[src/hw/rtl/ld3_pkg.sv]
// Package for the 3D line distance block: widths, config register codes,
// payload structs and the flag bundle that runs through the root pipeline.
// No dependencies.
package ld3_pkg;

    localparam int COORD_BITS = 16;

    // Derived widths
    localparam int WW        = COORD_BITS + 1;       // query minus anchor
    localparam int CRW       = 2 * COORD_BITS + 2;   // cross product (P-A) x d
    localparam int NVW       = 2 * COORD_BITS + 1;   // direction cross d x e
    localparam int DOTW      = 3 * COORD_BITS + 4;   // (Q-A) . n
    localparam int NUMW      = 6 * COORD_BITS + 8;   // squared numerator
    localparam int DENW      = 4 * COORD_BITS + 4;   // squared denominator
    localparam int RB        = COORD_BITS + 1;       // root bits
    localparam int DISTW     = 17;
    localparam logic [DISTW-1:0] DIST_MAX = 17'h1FFFF;

    // Multiplier chunking and latency
    localparam int MUL_CHUNK = 17;
    localparam int MUL_LAT   = 5;

    // Config register indexes
    localparam int CFG_IDX_W = 3;
    localparam logic [CFG_IDX_W-1:0] CFG_ANCHOR_X = 3'd0;
    localparam logic [CFG_IDX_W-1:0] CFG_ANCHOR_Y = 3'd1;
    localparam logic [CFG_IDX_W-1:0] CFG_ANCHOR_Z = 3'd2;
    localparam logic [CFG_IDX_W-1:0] CFG_DIR_X    = 3'd3;
    localparam logic [CFG_IDX_W-1:0] CFG_DIR_Y    = 3'd4;
    localparam logic [CFG_IDX_W-1:0] CFG_DIR_Z    = 3'd5;

    localparam logic OP_POINT = 1'b0;
    localparam logic OP_LINE  = 1'b1;

    typedef struct packed {
        logic                          operation;
        logic signed [COORD_BITS-1:0]  query_x;
        logic signed [COORD_BITS-1:0]  query_y;
        logic signed [COORD_BITS-1:0]  query_z;
        logic signed [COORD_BITS-1:0]  query_dir_x;
        logic signed [COORD_BITS-1:0]  query_dir_y;
        logic signed [COORD_BITS-1:0]  query_dir_z;
    } t_in;

    typedef struct packed {
        logic [DISTW-1:0] distance;
        logic             on_line;
        logic             parallel;
        logic             degenerate;
    } t_out;

    typedef struct packed {
        logic v;
        logic onl;
        logic par;
        logic deg;
    } t_flags;

endpackage

[src/hw/rtl/ld3_mul.sv]
// Pipelined signed multiplier built from chunk partial products.
// Five register stages: magnitude, partial products, row sums, total, sign.
// Depends on ld3_pkg.
module ld3_mul #(
    parameter int AW = 16,
    parameter int BW = 16
) (
    input  logic                     i_clk,
    input  logic                     i_ce,
    input  logic signed [AW-1:0]     i_a,
    input  logic signed [BW-1:0]     i_b,
    output logic signed [AW+BW-1:0]  o_p
);
    import ld3_pkg::*;

    localparam int CW = MUL_CHUNK;
    localparam int PW = AW + BW;
    localparam int NA = (AW + CW - 1) / CW;
    localparam int NB = (BW + CW - 1) / CW;

    logic [AW-1:0]      r_ma;
    logic [BW-1:0]      r_mb;
    logic [3:0]         r_neg;
    logic [2*CW-1:0]    r_pp [NA][NB];
    logic [PW-1:0]      r_row [NA];
    logic [PW-1:0]      n_row [NA];
    logic [PW-1:0]      r_mag;
    logic [PW-1:0]      n_mag;
    logic [PW-1:0]      r_p;
    logic [NA*CW-1:0]   a_ext;
    logic [NB*CW-1:0]   b_ext;

    assign a_ext = (NA*CW)'(r_ma);
    assign b_ext = (NB*CW)'(r_mb);

    always_comb begin
        logic [PW-1:0] acc;
        for (int i = 0; i < NA; i++) begin
            acc = '0;
            for (int j = 0; j < NB; j++) begin
                acc = acc + (PW'(r_pp[i][j]) << (CW * j));
            end
            n_row[i] = acc;
        end
    end

    always_comb begin
        n_mag = '0;
        for (int i = 0; i < NA; i++) begin
            n_mag = n_mag + (r_row[i] << (CW * i));
        end
    end

    always_ff @(posedge i_clk) begin
        if (i_ce) begin
            r_ma     <= i_a[AW-1] ? $unsigned(-i_a) : $unsigned(i_a);
            r_mb     <= i_b[BW-1] ? $unsigned(-i_b) : $unsigned(i_b);
            r_neg    <= {r_neg[2:0], i_a[AW-1] ^ i_b[BW-1]};
            for (int i = 0; i < NA; i++) begin
                for (int j = 0; j < NB; j++) begin
                    r_pp[i][j] <= a_ext[i*CW +: CW] * b_ext[j*CW +: CW];
                end
                r_row[i] <= n_row[i];
            end
            r_mag    <= n_mag;
            r_p      <= r_neg[3] ? (~r_mag + PW'(1)) : r_mag;
        end
    end

    assign o_p = $signed(r_p);

endmodule

[config.mk]
export PLATFORM = sky130hd
export DESIGN_NAME = ld3_mul
export DESIGN_NICKNAME = d
export VERILOG_FILES = /design/src/hw/rtl/ld3_pkg.sv /design/src/hw/rtl/ld3_mul.sv
export SDC_FILE = /design/constraint.sdc
export NUM_CORES = 1
export LEC_CHECK = 0
export ABC_AREA = 1
export BUFFER_PORTS_ARGS = -buffer_cell sky130_fd_sc_hd__buf_4
export CAP_MARGIN = 15
export CORE_UTILIZATION = 40
export DETAILED_ROUTE_END_ITERATION = 10
export PLACE_DENSITY_LB_ADDON = 0.25
export SLEW_MARGIN = 10
export SYNTH_ARGS = -nofsm -noshare
export SYNTH_HDL_FRONTEND = slang
export SYNTH_SLANG_ARGS = --single-unit
[constraint.sdc]
create_clock -name i_clk -period 6 [get_ports i_clk]
set_input_delay 0.6 -clock i_clk [delete_from_list [all_inputs] [get_ports i_clk]]
set_output_delay 0.6 -clock i_clk [all_outputs]
set_load 0.1 [all_outputs]
# [Word level (Yosys, flattened, before mapping)]
# Memory sizes are Yosys's and may differ from the RTL's. A register that Yosys moved wholly into a read port is not among the register bits.
# Cells that the tools add are included.
[totals] wordCells=19 n_memories=2 ramBits=64 register_bits=68
[op_classes] multipliers=1 addsub=3 mux=5 bitwise_logic=2
[memory_table] memory="r_pp" words=1 width=32 read_ports=1 rd_clocked_by_memory_dff=0 write_ports=1 line="ld3_mul.sv:24" source="logic [2*CW-1:0] r_pp [NA][NB];"
[memory_table] memory="r_row" words=1 width=32 read_ports=1 rd_clocked_by_memory_dff=1 write_ports=1 line="ld3_mul.sv:25" source="logic [PW-1:0] r_row [NA];"
[ops] operator="$add 32x1->32 const B" n=1
[ops] operator="$mul 16x16->32" n=1
[ops] operator="$mux 32" n=1
[ops] operator="$neg 16->16" n=2
[ops] operator="$not 32->32" n=1
[ops] operator="$mux 15" n=2
[ops] operator="$mux 1" n=2
[ops] operator="$xor 1x1->1" n=1

# [Logic depth before layout (Yosys ltp)]
[logic_depth] ltp_word=3 ltp_mapped=25

# [Worst setup path before layout]
# Ideal clock, no wire load.
[synth_path] path_kind="register to register" from="register r_ma[7]" to="memory r_pp[0][31] (netlist bit) (data pin)" setup_slack_ns=0.703 required_time_ns=5.748 n_path_buf=2 path_stages_with_launch=25 setup_time_ns=0.252 arrival_ns=5.045 path_cell_list="edfxtp_1 clkbuf_1 clkbuf_1 nand2_1 fa_1 inv_1 fa_1 inv_1 fa_1 inv_1 fa_1 fa_1 inv_1 fa_1 inv_1 ha_1 nand2_1 inv_1 nand2_1 nand2_1 nand3b_1 nand2_1 nand2_1 nand2_1 nand2_1"
[synth_between] elab_chain_cells=1
[synth_rtl] element="start: declaration" line="ld3_mul.sv:21" source="logic [AW-1:0] r_ma;"
[synth_rtl] element="start signal: assignment" line="ld3_mul.sv:56" source="r_ma <= i_a[AW-1] ? $unsigned(-i_a) : $unsigned(i_a);"
[synth_rtl] element="$mul 16x16->32" line="ld3_mul.sv:61" source="r_pp[i][j] <= a_ext[i*CW +: CW] * b_ext[j*CW +: CW];"
[synth_rtl] element="end: declaration" line="ld3_mul.sv:24"
# No other way between the ends.

# [Worst setup path after layout]
[layout_path] from="register r_mb[6]" to="memory r_pp[0][23] (netlist bit) (data pin)"
[layout_between] elab_chain_cells=1
[layout_rtl] element="start: declaration" line="ld3_mul.sv:22" source="logic [BW-1:0] r_mb;"
[layout_rtl] element="start signal: assignment" line="ld3_mul.sv:57" source="r_mb <= i_b[BW-1] ? $unsigned(-i_b) : $unsigned(i_b);"
[layout_rtl] element="$mul 16x16->32" line="ld3_mul.sv:61"
# No other way between the ends.

==> impl_results.html <==
<table>
<tr><th>Metric</th><th>Value</th></tr>
<tr><th colspan="2">Die</th></tr>
<tr><td>Area of the core</td><td>39100 um2</td></tr>
<tr><td>Boundary Pins</td><td>66</td></tr>
<tr><td>Die Outline Area</td><td>40880 um2</td></tr>
<tr><td>Standard-cell row count</td><td>72</td></tr>
<tr><td>Starting Density</td><td>41.00%</td></tr>
<tr><td>Die height</td><td>202.2 um</td></tr>
<tr><td>Die Width</td><td>202.2 um</td></tr>
<tr><th colspan="2">Setup path</th></tr>
<tr><td>Worst r2r path cells</td><td>20</td></tr>
<tr><td>Reg2reg start</td><td>r_mb[6]</td></tr>
<tr><td>Worst setup EP type</td><td>flip-flop</td></tr>
<tr><td>Data arrival time of the worst path</td><td>5960 ps</td></tr>
<tr><td>Reg2reg setup slack</td><td>230 ps</td></tr>
<tr><td>Req. time, crit path</td><td>6190 ps</td></tr>
<tr><td>Maximum fanout encountered on the critical timing path</td><td>16</td></tr>
<tr><td>Largest stage delay on the critical path</td><td>860 ps</td></tr>
<tr><td>Count of buffering cells on the critical path with inverters included</td><td>5</td></tr>
<tr><td>CP most frequent cell</td><td>sky130_fd_sc_hd__fa_1</td></tr>
<tr><td>Nature of the critical path startpoint</td><td>flip-flop</td></tr>
<tr><td>Category of the most critical setup path</td><td>flip-flop to flip-flop</td></tr>
<tr><td>Endpoint of the lowest-slack register-to-register path</td><td>r_pp[0][23]</td></tr>
<tr><td>Cell-by-cell listing of the critical path</td><td>nand2_1 &gt; inv_1 &gt; fa_1 &gt; inv_1 &gt; fa_1 &gt; fa_1 &gt; fa_1 &gt; inv_1 &gt; fa_1 &gt; inv_1 &gt; fa_1 &gt; inv_1 &gt; ha_1 &gt; nand2_1 &gt; nor2_1 &gt; nand3_1 &gt; nand3b_1 &gt; nand2_1 &gt; nand3_1 &gt; nand2_1</td></tr>
<tr><td>Critical-path cell with the highest stage delay</td><td>sky130_fd_sc_hd__edfxtp_1</td></tr>
<tr><td>Largest delay share family, worst path</td><td>adder cells</td></tr>
<tr><th colspan="2">Synthesis</th></tr>
<tr><td>Count of distinct cell types in the synthesized netlist</td><td>32</td></tr>
<tr><td>Synthesized area per cell</td><td>8.650 um2</td></tr>
<tr><td>Synth Instances</td><td>1853</td></tr>
<tr><td>Top-area cell type share of the netlist area</td><td>30.72%</td></tr>
<tr><td>Number of warnings reported in the yosys synthesis log</td><td>0</td></tr>
<tr><td>Post-synthesis instance area</td><td>16030 um2</td></tr>
<tr><td>Leading cell types by total area after synthesis</td><td>sky130_fd_sc_hd__edfxtp_1, sky130_fd_sc_hd__fa_1, sky130_fd_sc_hd__nand2_1</td></tr>
<tr><td>Proportion of synthesized chip area in sequential cells</td><td>30.72%</td></tr>
<tr><td>Post-Syn Nets</td><td>2188</td></tr>
<tr><td>Register bit total from synthesis</td><td>164</td></tr>
<tr><td>Cell type with the largest total area after synthesis</td><td>sky130_fd_sc_hd__edfxtp_1</td></tr>
<tr><th colspan="2">Timing</th></tr>
<tr><td>Slew Limit Fails</td><td>0</td></tr>
<tr><td>Max transition margin</td><td>33.28%</td></tr>
<tr><td>Largest clock skew in the final design</td><td>14.78 ps</td></tr>
<tr><td>Max Clock Freq</td><td>173.2 MHz</td></tr>
<tr><td>Share of the clock period used by the worst path</td><td>96.20%</td></tr>
<tr><td>Transition time at the pin with the least slew margin</td><td>1001 ps</td></tr>
<tr><td>Fin. Hold Viols</td><td>0</td></tr>
<tr><td>Clock period minus worst slack</td><td>5772 ps</td></tr>
<tr><td>Setup-failing EPs final</td><td>0</td></tr>
<tr><td>Final WS setup</td><td>227.7 ps</td></tr>
<tr><td>Hold Slack</td><td>356.2 ps</td></tr>
<tr><td>Post-route setup TNS</td><td>0 ps</td></tr>
<tr><td>Setup repair after global routing missed its margin</td><td>false</td></tr>
<tr><th colspan="2">Cells and area</th></tr>
<tr><td>Fraction of final layout cells sized beyond drive strength 1</td><td>8.403%</td></tr>
<tr><td>Number of diodes added for antenna fixing</td><td>0</td></tr>
<tr><td>Number of nets in the layout</td><td>2238</td></tr>
<tr><td># fillers</td><td>3872</td></tr>
<tr><td>Final Cell Area</td><td>17830 um2</td></tr>
<tr><td>Area Overhead vs Synth</td><td>11.26%</td></tr>
<tr><th colspan="2">CTS</th></tr>
<tr><td>Htree depth</td><td>4</td></tr>
<tr><td>CTS tree</td><td>yes</td></tr>
<tr><td>Num Clock Sinks</td><td>164</td></tr>
<tr><td>Clock slew at reported path FFs</td><td>70 ps</td></tr>
<tr><td>Number of buffers inserted by hold repair at cts</td><td>0</td></tr>
<tr><td>Worst-Skew Late Latency</td><td>440 ps</td></tr>
<tr><td>TritonCTS Buffers</td><td>17</td></tr>
<tr><td>Buffer cell driving the clock tree root</td><td>sky130_fd_sc_hd__clkbuf_16</td></tr>
<tr><td>Number of buffers between clock root and the deepest sink</td><td>2</td></tr>
<tr><th colspan="2">Global route</th></tr>
<tr><td>Total track usage</td><td>18.02%</td></tr>
<tr><td>Pin count of the biggest net entering global routing</td><td>108</td></tr>
<tr><td>GRT overflow</td><td>0</td></tr>
<tr><td>Global-route wire length before repair</td><td>58390 um</td></tr>
<tr><td>Antenna violations before repair</td><td>1</td></tr>
<tr><td>Via count of the first global-routing pass</td><td>11679</td></tr>
<tr><th colspan="2">Job</th></tr>
<tr><td>Max-capacitance violation count</td><td>0</td></tr>
<tr><th colspan="2">Place</th></tr>
<tr><td>Port Buf Inserts</td><td>65</td></tr>
<tr><td>Placer Congestion</td><td>0.8906</td></tr>
<tr><td>Final HPWL from detailed placement</td><td>27790 um</td></tr>
<tr><td>Instance area at placement</td><td>17030 um2</td></tr>
<tr><td>Setup slack at placement</td><td>93.10 ps</td></tr>
<tr><th colspan="2">Routing</th></tr>
<tr><td>Violation count after the first detailed-route iteration</td><td>585</td></tr>
<tr><td>Average routed wire per standard cell</td><td>14.18 um</td></tr>
<tr><td>Count of unresolved DRC violations after routing</td><td>0</td></tr>
<tr><td>Detailed Routing Iterations Pass 1</td><td>7</td></tr>
<tr><td>Total length of routed wires</td><td>34510 um</td></tr>
<tr><td>Vias per cell</td><td>4.592</td></tr>
<tr><td>Final antenna-violating net count</td><td>0</td></tr>
<tr><td>Overall via count from detail_route</td><td>11178</td></tr>
<tr><th colspan="2">Worst hold path</th></tr>
<tr><td>Hold depth</td><td>1</td></tr>
<tr><td>Hold Path End</td><td>r_ma[0]</td></tr>
<tr><td>Hold wc startpoint</td><td>i_a[0]</td></tr>
<tr><td>Worst Hold Class</td><td>input pin to flip-flop</td></tr>
<tr><th colspan="2">Run status</th></tr>
<tr><td>Status</td><td>completed</td></tr>
</table>
-- cells by family (layout without fill, tap and decap cells) --
logic type / count (synthesis) / count (layout) / share of synthesized area [%]
compound gates: 46 / 46 / 1.553
simple gates: 716 / 716 / 18.28
buf+inv: 558 / 621 / 13.14
xor+xnor: 68 / 68 / 3.716
flops: 164 / 164 / 30.72
fa+ha+maj: 301 / 301 / 32.58
-- repair_timing --
action	4_1_cts	5_1_grt
setup endpoints to repair	0	5
resized for setup	0	0
setup buffers	0	18
hold endpoints to repair	0	0
-- cell usage after synthesis --
| master | instances |
|---|---|
| sky130_fd_sc_hd__nor2_2 | 12 |
| sky130_fd_sc_hd__inv_1 | 488 |
| sky130_fd_sc_hd__fa_1 | 194 |
| sky130_fd_sc_hd__ha_1 | 107 |
| sky130_fd_sc_hd__and2_1 | 1 |
| sky130_fd_sc_hd__clkbuf_1 | 65 |
| sky130_fd_sc_hd__nor4_1 | 2 |
| sky130_fd_sc_hd__xnor2_1 | 10 |
| sky130_fd_sc_hd__nand3_1 | 65 |
| sky130_fd_sc_hd__nand4_1 | 14 |
| sky130_fd_sc_hd__nor3_1 | 8 |
| sky130_fd_sc_hd__edfxtp_1 | 164 |
| sky130_fd_sc_hd__buf_2 | 4 |
| sky130_fd_sc_hd__a21oi_1 | 23 |
| sky130_fd_sc_hd__nor2_4 | 1 |
| sky130_fd_sc_hd__o31ai_1 | 1 |
| sky130_fd_sc_hd__nor3_2 | 4 |
| sky130_fd_sc_hd__nand2_2 | 4 |
| sky130_fd_sc_hd__nor2_1 | 66 |
| sky130_fd_sc_hd__xor2_1 | 58 |
| sky130_fd_sc_hd__or2_2 | 2 |
| sky130_fd_sc_hd__o21ai_2 | 2 |
| sky130_fd_sc_hd__nand3b_1 | 2 |
| sky130_fd_sc_hd__a31oi_1 | 1 |
| sky130_fd_sc_hd__buf_6 | 1 |
| sky130_fd_sc_hd__o211ai_1 | 1 |
| sky130_fd_sc_hd__and3_1 | 2 |
| sky130_fd_sc_hd__a21o_1 | 2 |
| sky130_fd_sc_hd__nand2_1 | 530 |
| sky130_fd_sc_hd__o21ai_1 | 1 |
| sky130_fd_sc_hd__nand3_2 | 3 |
| sky130_fd_sc_hd__o21ai_0 | 15 |
-- final cells by class --
| class | instances | area [um2] | area share [%] |
|---|---|---|---|
| multi-input cells | 1131 | 8997 | 50.45 |
| inverters | 488 | 1832 | 10.27 |
| well taps | 518 | 648.1 | 3.634 |
| flip-flops and latches | 164 | 4925 | 27.62 |
| clock inverters | 15 | 181.4 | 1.017 |
| clock buffers | 17 | 425.4 | 2.385 |
| repair buffers | 101 | 824.5 | 4.624 |
-- flip-flops by register name (all words and copies together), names as in the netlist --
register	count
o_p	32
r_ma	16
r_mag	32
r_mb	16
r_neg	4
r_pp	32
r_row	32
-- placed cells by master, fill, tap and decap left out, types with 2 or more instances in the layout --
cell	count
sky130_fd_sc_hd__or2_2	2
sky130_fd_sc_hd__nor2_1	66
sky130_fd_sc_hd__nand2_2	4
sky130_fd_sc_hd__fa_1	194
sky130_fd_sc_hd__clkbuf_16	17
sky130_fd_sc_hd__inv_1	488
sky130_fd_sc_hd__nor3_1	8
sky130_fd_sc_hd__a21o_1	2
sky130_fd_sc_hd__and3_1	2
sky130_fd_sc_hd__buf_12	5
sky130_fd_sc_hd__a21oi_1	23
sky130_fd_sc_hd__edfxtp_1	164
sky130_fd_sc_hd__inv_8	4
sky130_fd_sc_hd__nand3_1	65
sky130_fd_sc_hd__nor4_1	2
sky130_fd_sc_hd__xor2_1	58
sky130_fd_sc_hd__clkinv_8	3
sky130_fd_sc_hd__nand3_2	3
sky130_fd_sc_hd__ha_1	107
sky130_fd_sc_hd__buf_4	95
sky130_fd_sc_hd__xnor2_1	10
sky130_fd_sc_hd__nor3_2	4
sky130_fd_sc_hd__nand2_1	530
sky130_fd_sc_hd__nor2_2	12
sky130_fd_sc_hd__o21ai_2	2
sky130_fd_sc_hd__inv_6	4
sky130_fd_sc_hd__nand3b_1	2
sky130_fd_sc_hd__clkinv_4	2
sky130_fd_sc_hd__nand4_1	14
sky130_fd_sc_hd__o21ai_0	15
-- stage by stage --
stage | utilization, % | instances
after global placement | 43.55 | 2384
after CTS | 45.11 | 2416
after detailed placement | 43.55 | 2384
after floorplan | - | 1853
after global routing | 45.61 | 2434
final | 45.61 | 2434
-- worst max path at each step --
stage,startpoint,end,slack (ps),cells past startpoint
2_1_floorplan,r_ma[7],r_pp[0][31],700,24
3_3_place_gp,r_ma[6],r_pp[0][23],160,20
3_5_place_dp,r_ma[6],r_pp[0][23],90,20
4_1_cts,r_ma[6],r_pp[0][23],80,20
5_1_grt,r_mb[6],r_pp[0][23],20,20
6_report,r_mb[6],r_pp[0][23],230,20
-- per-layer routing --
layer / up-vias / routed length (um) / GRT usage (%)
li1: 5580 / - / -
met1: 5296 / 15440 / 22.89
met2: 251 / 17120 / 31.97
met3: 51 / 1291 / 2.370
met4: 0 / 654 / 5.156
met5: - / 0 / 0
Power is left out: the tool's default activity adds up to more than one toggle a clock period on the data nets, which glitch-free logic cannot reach.
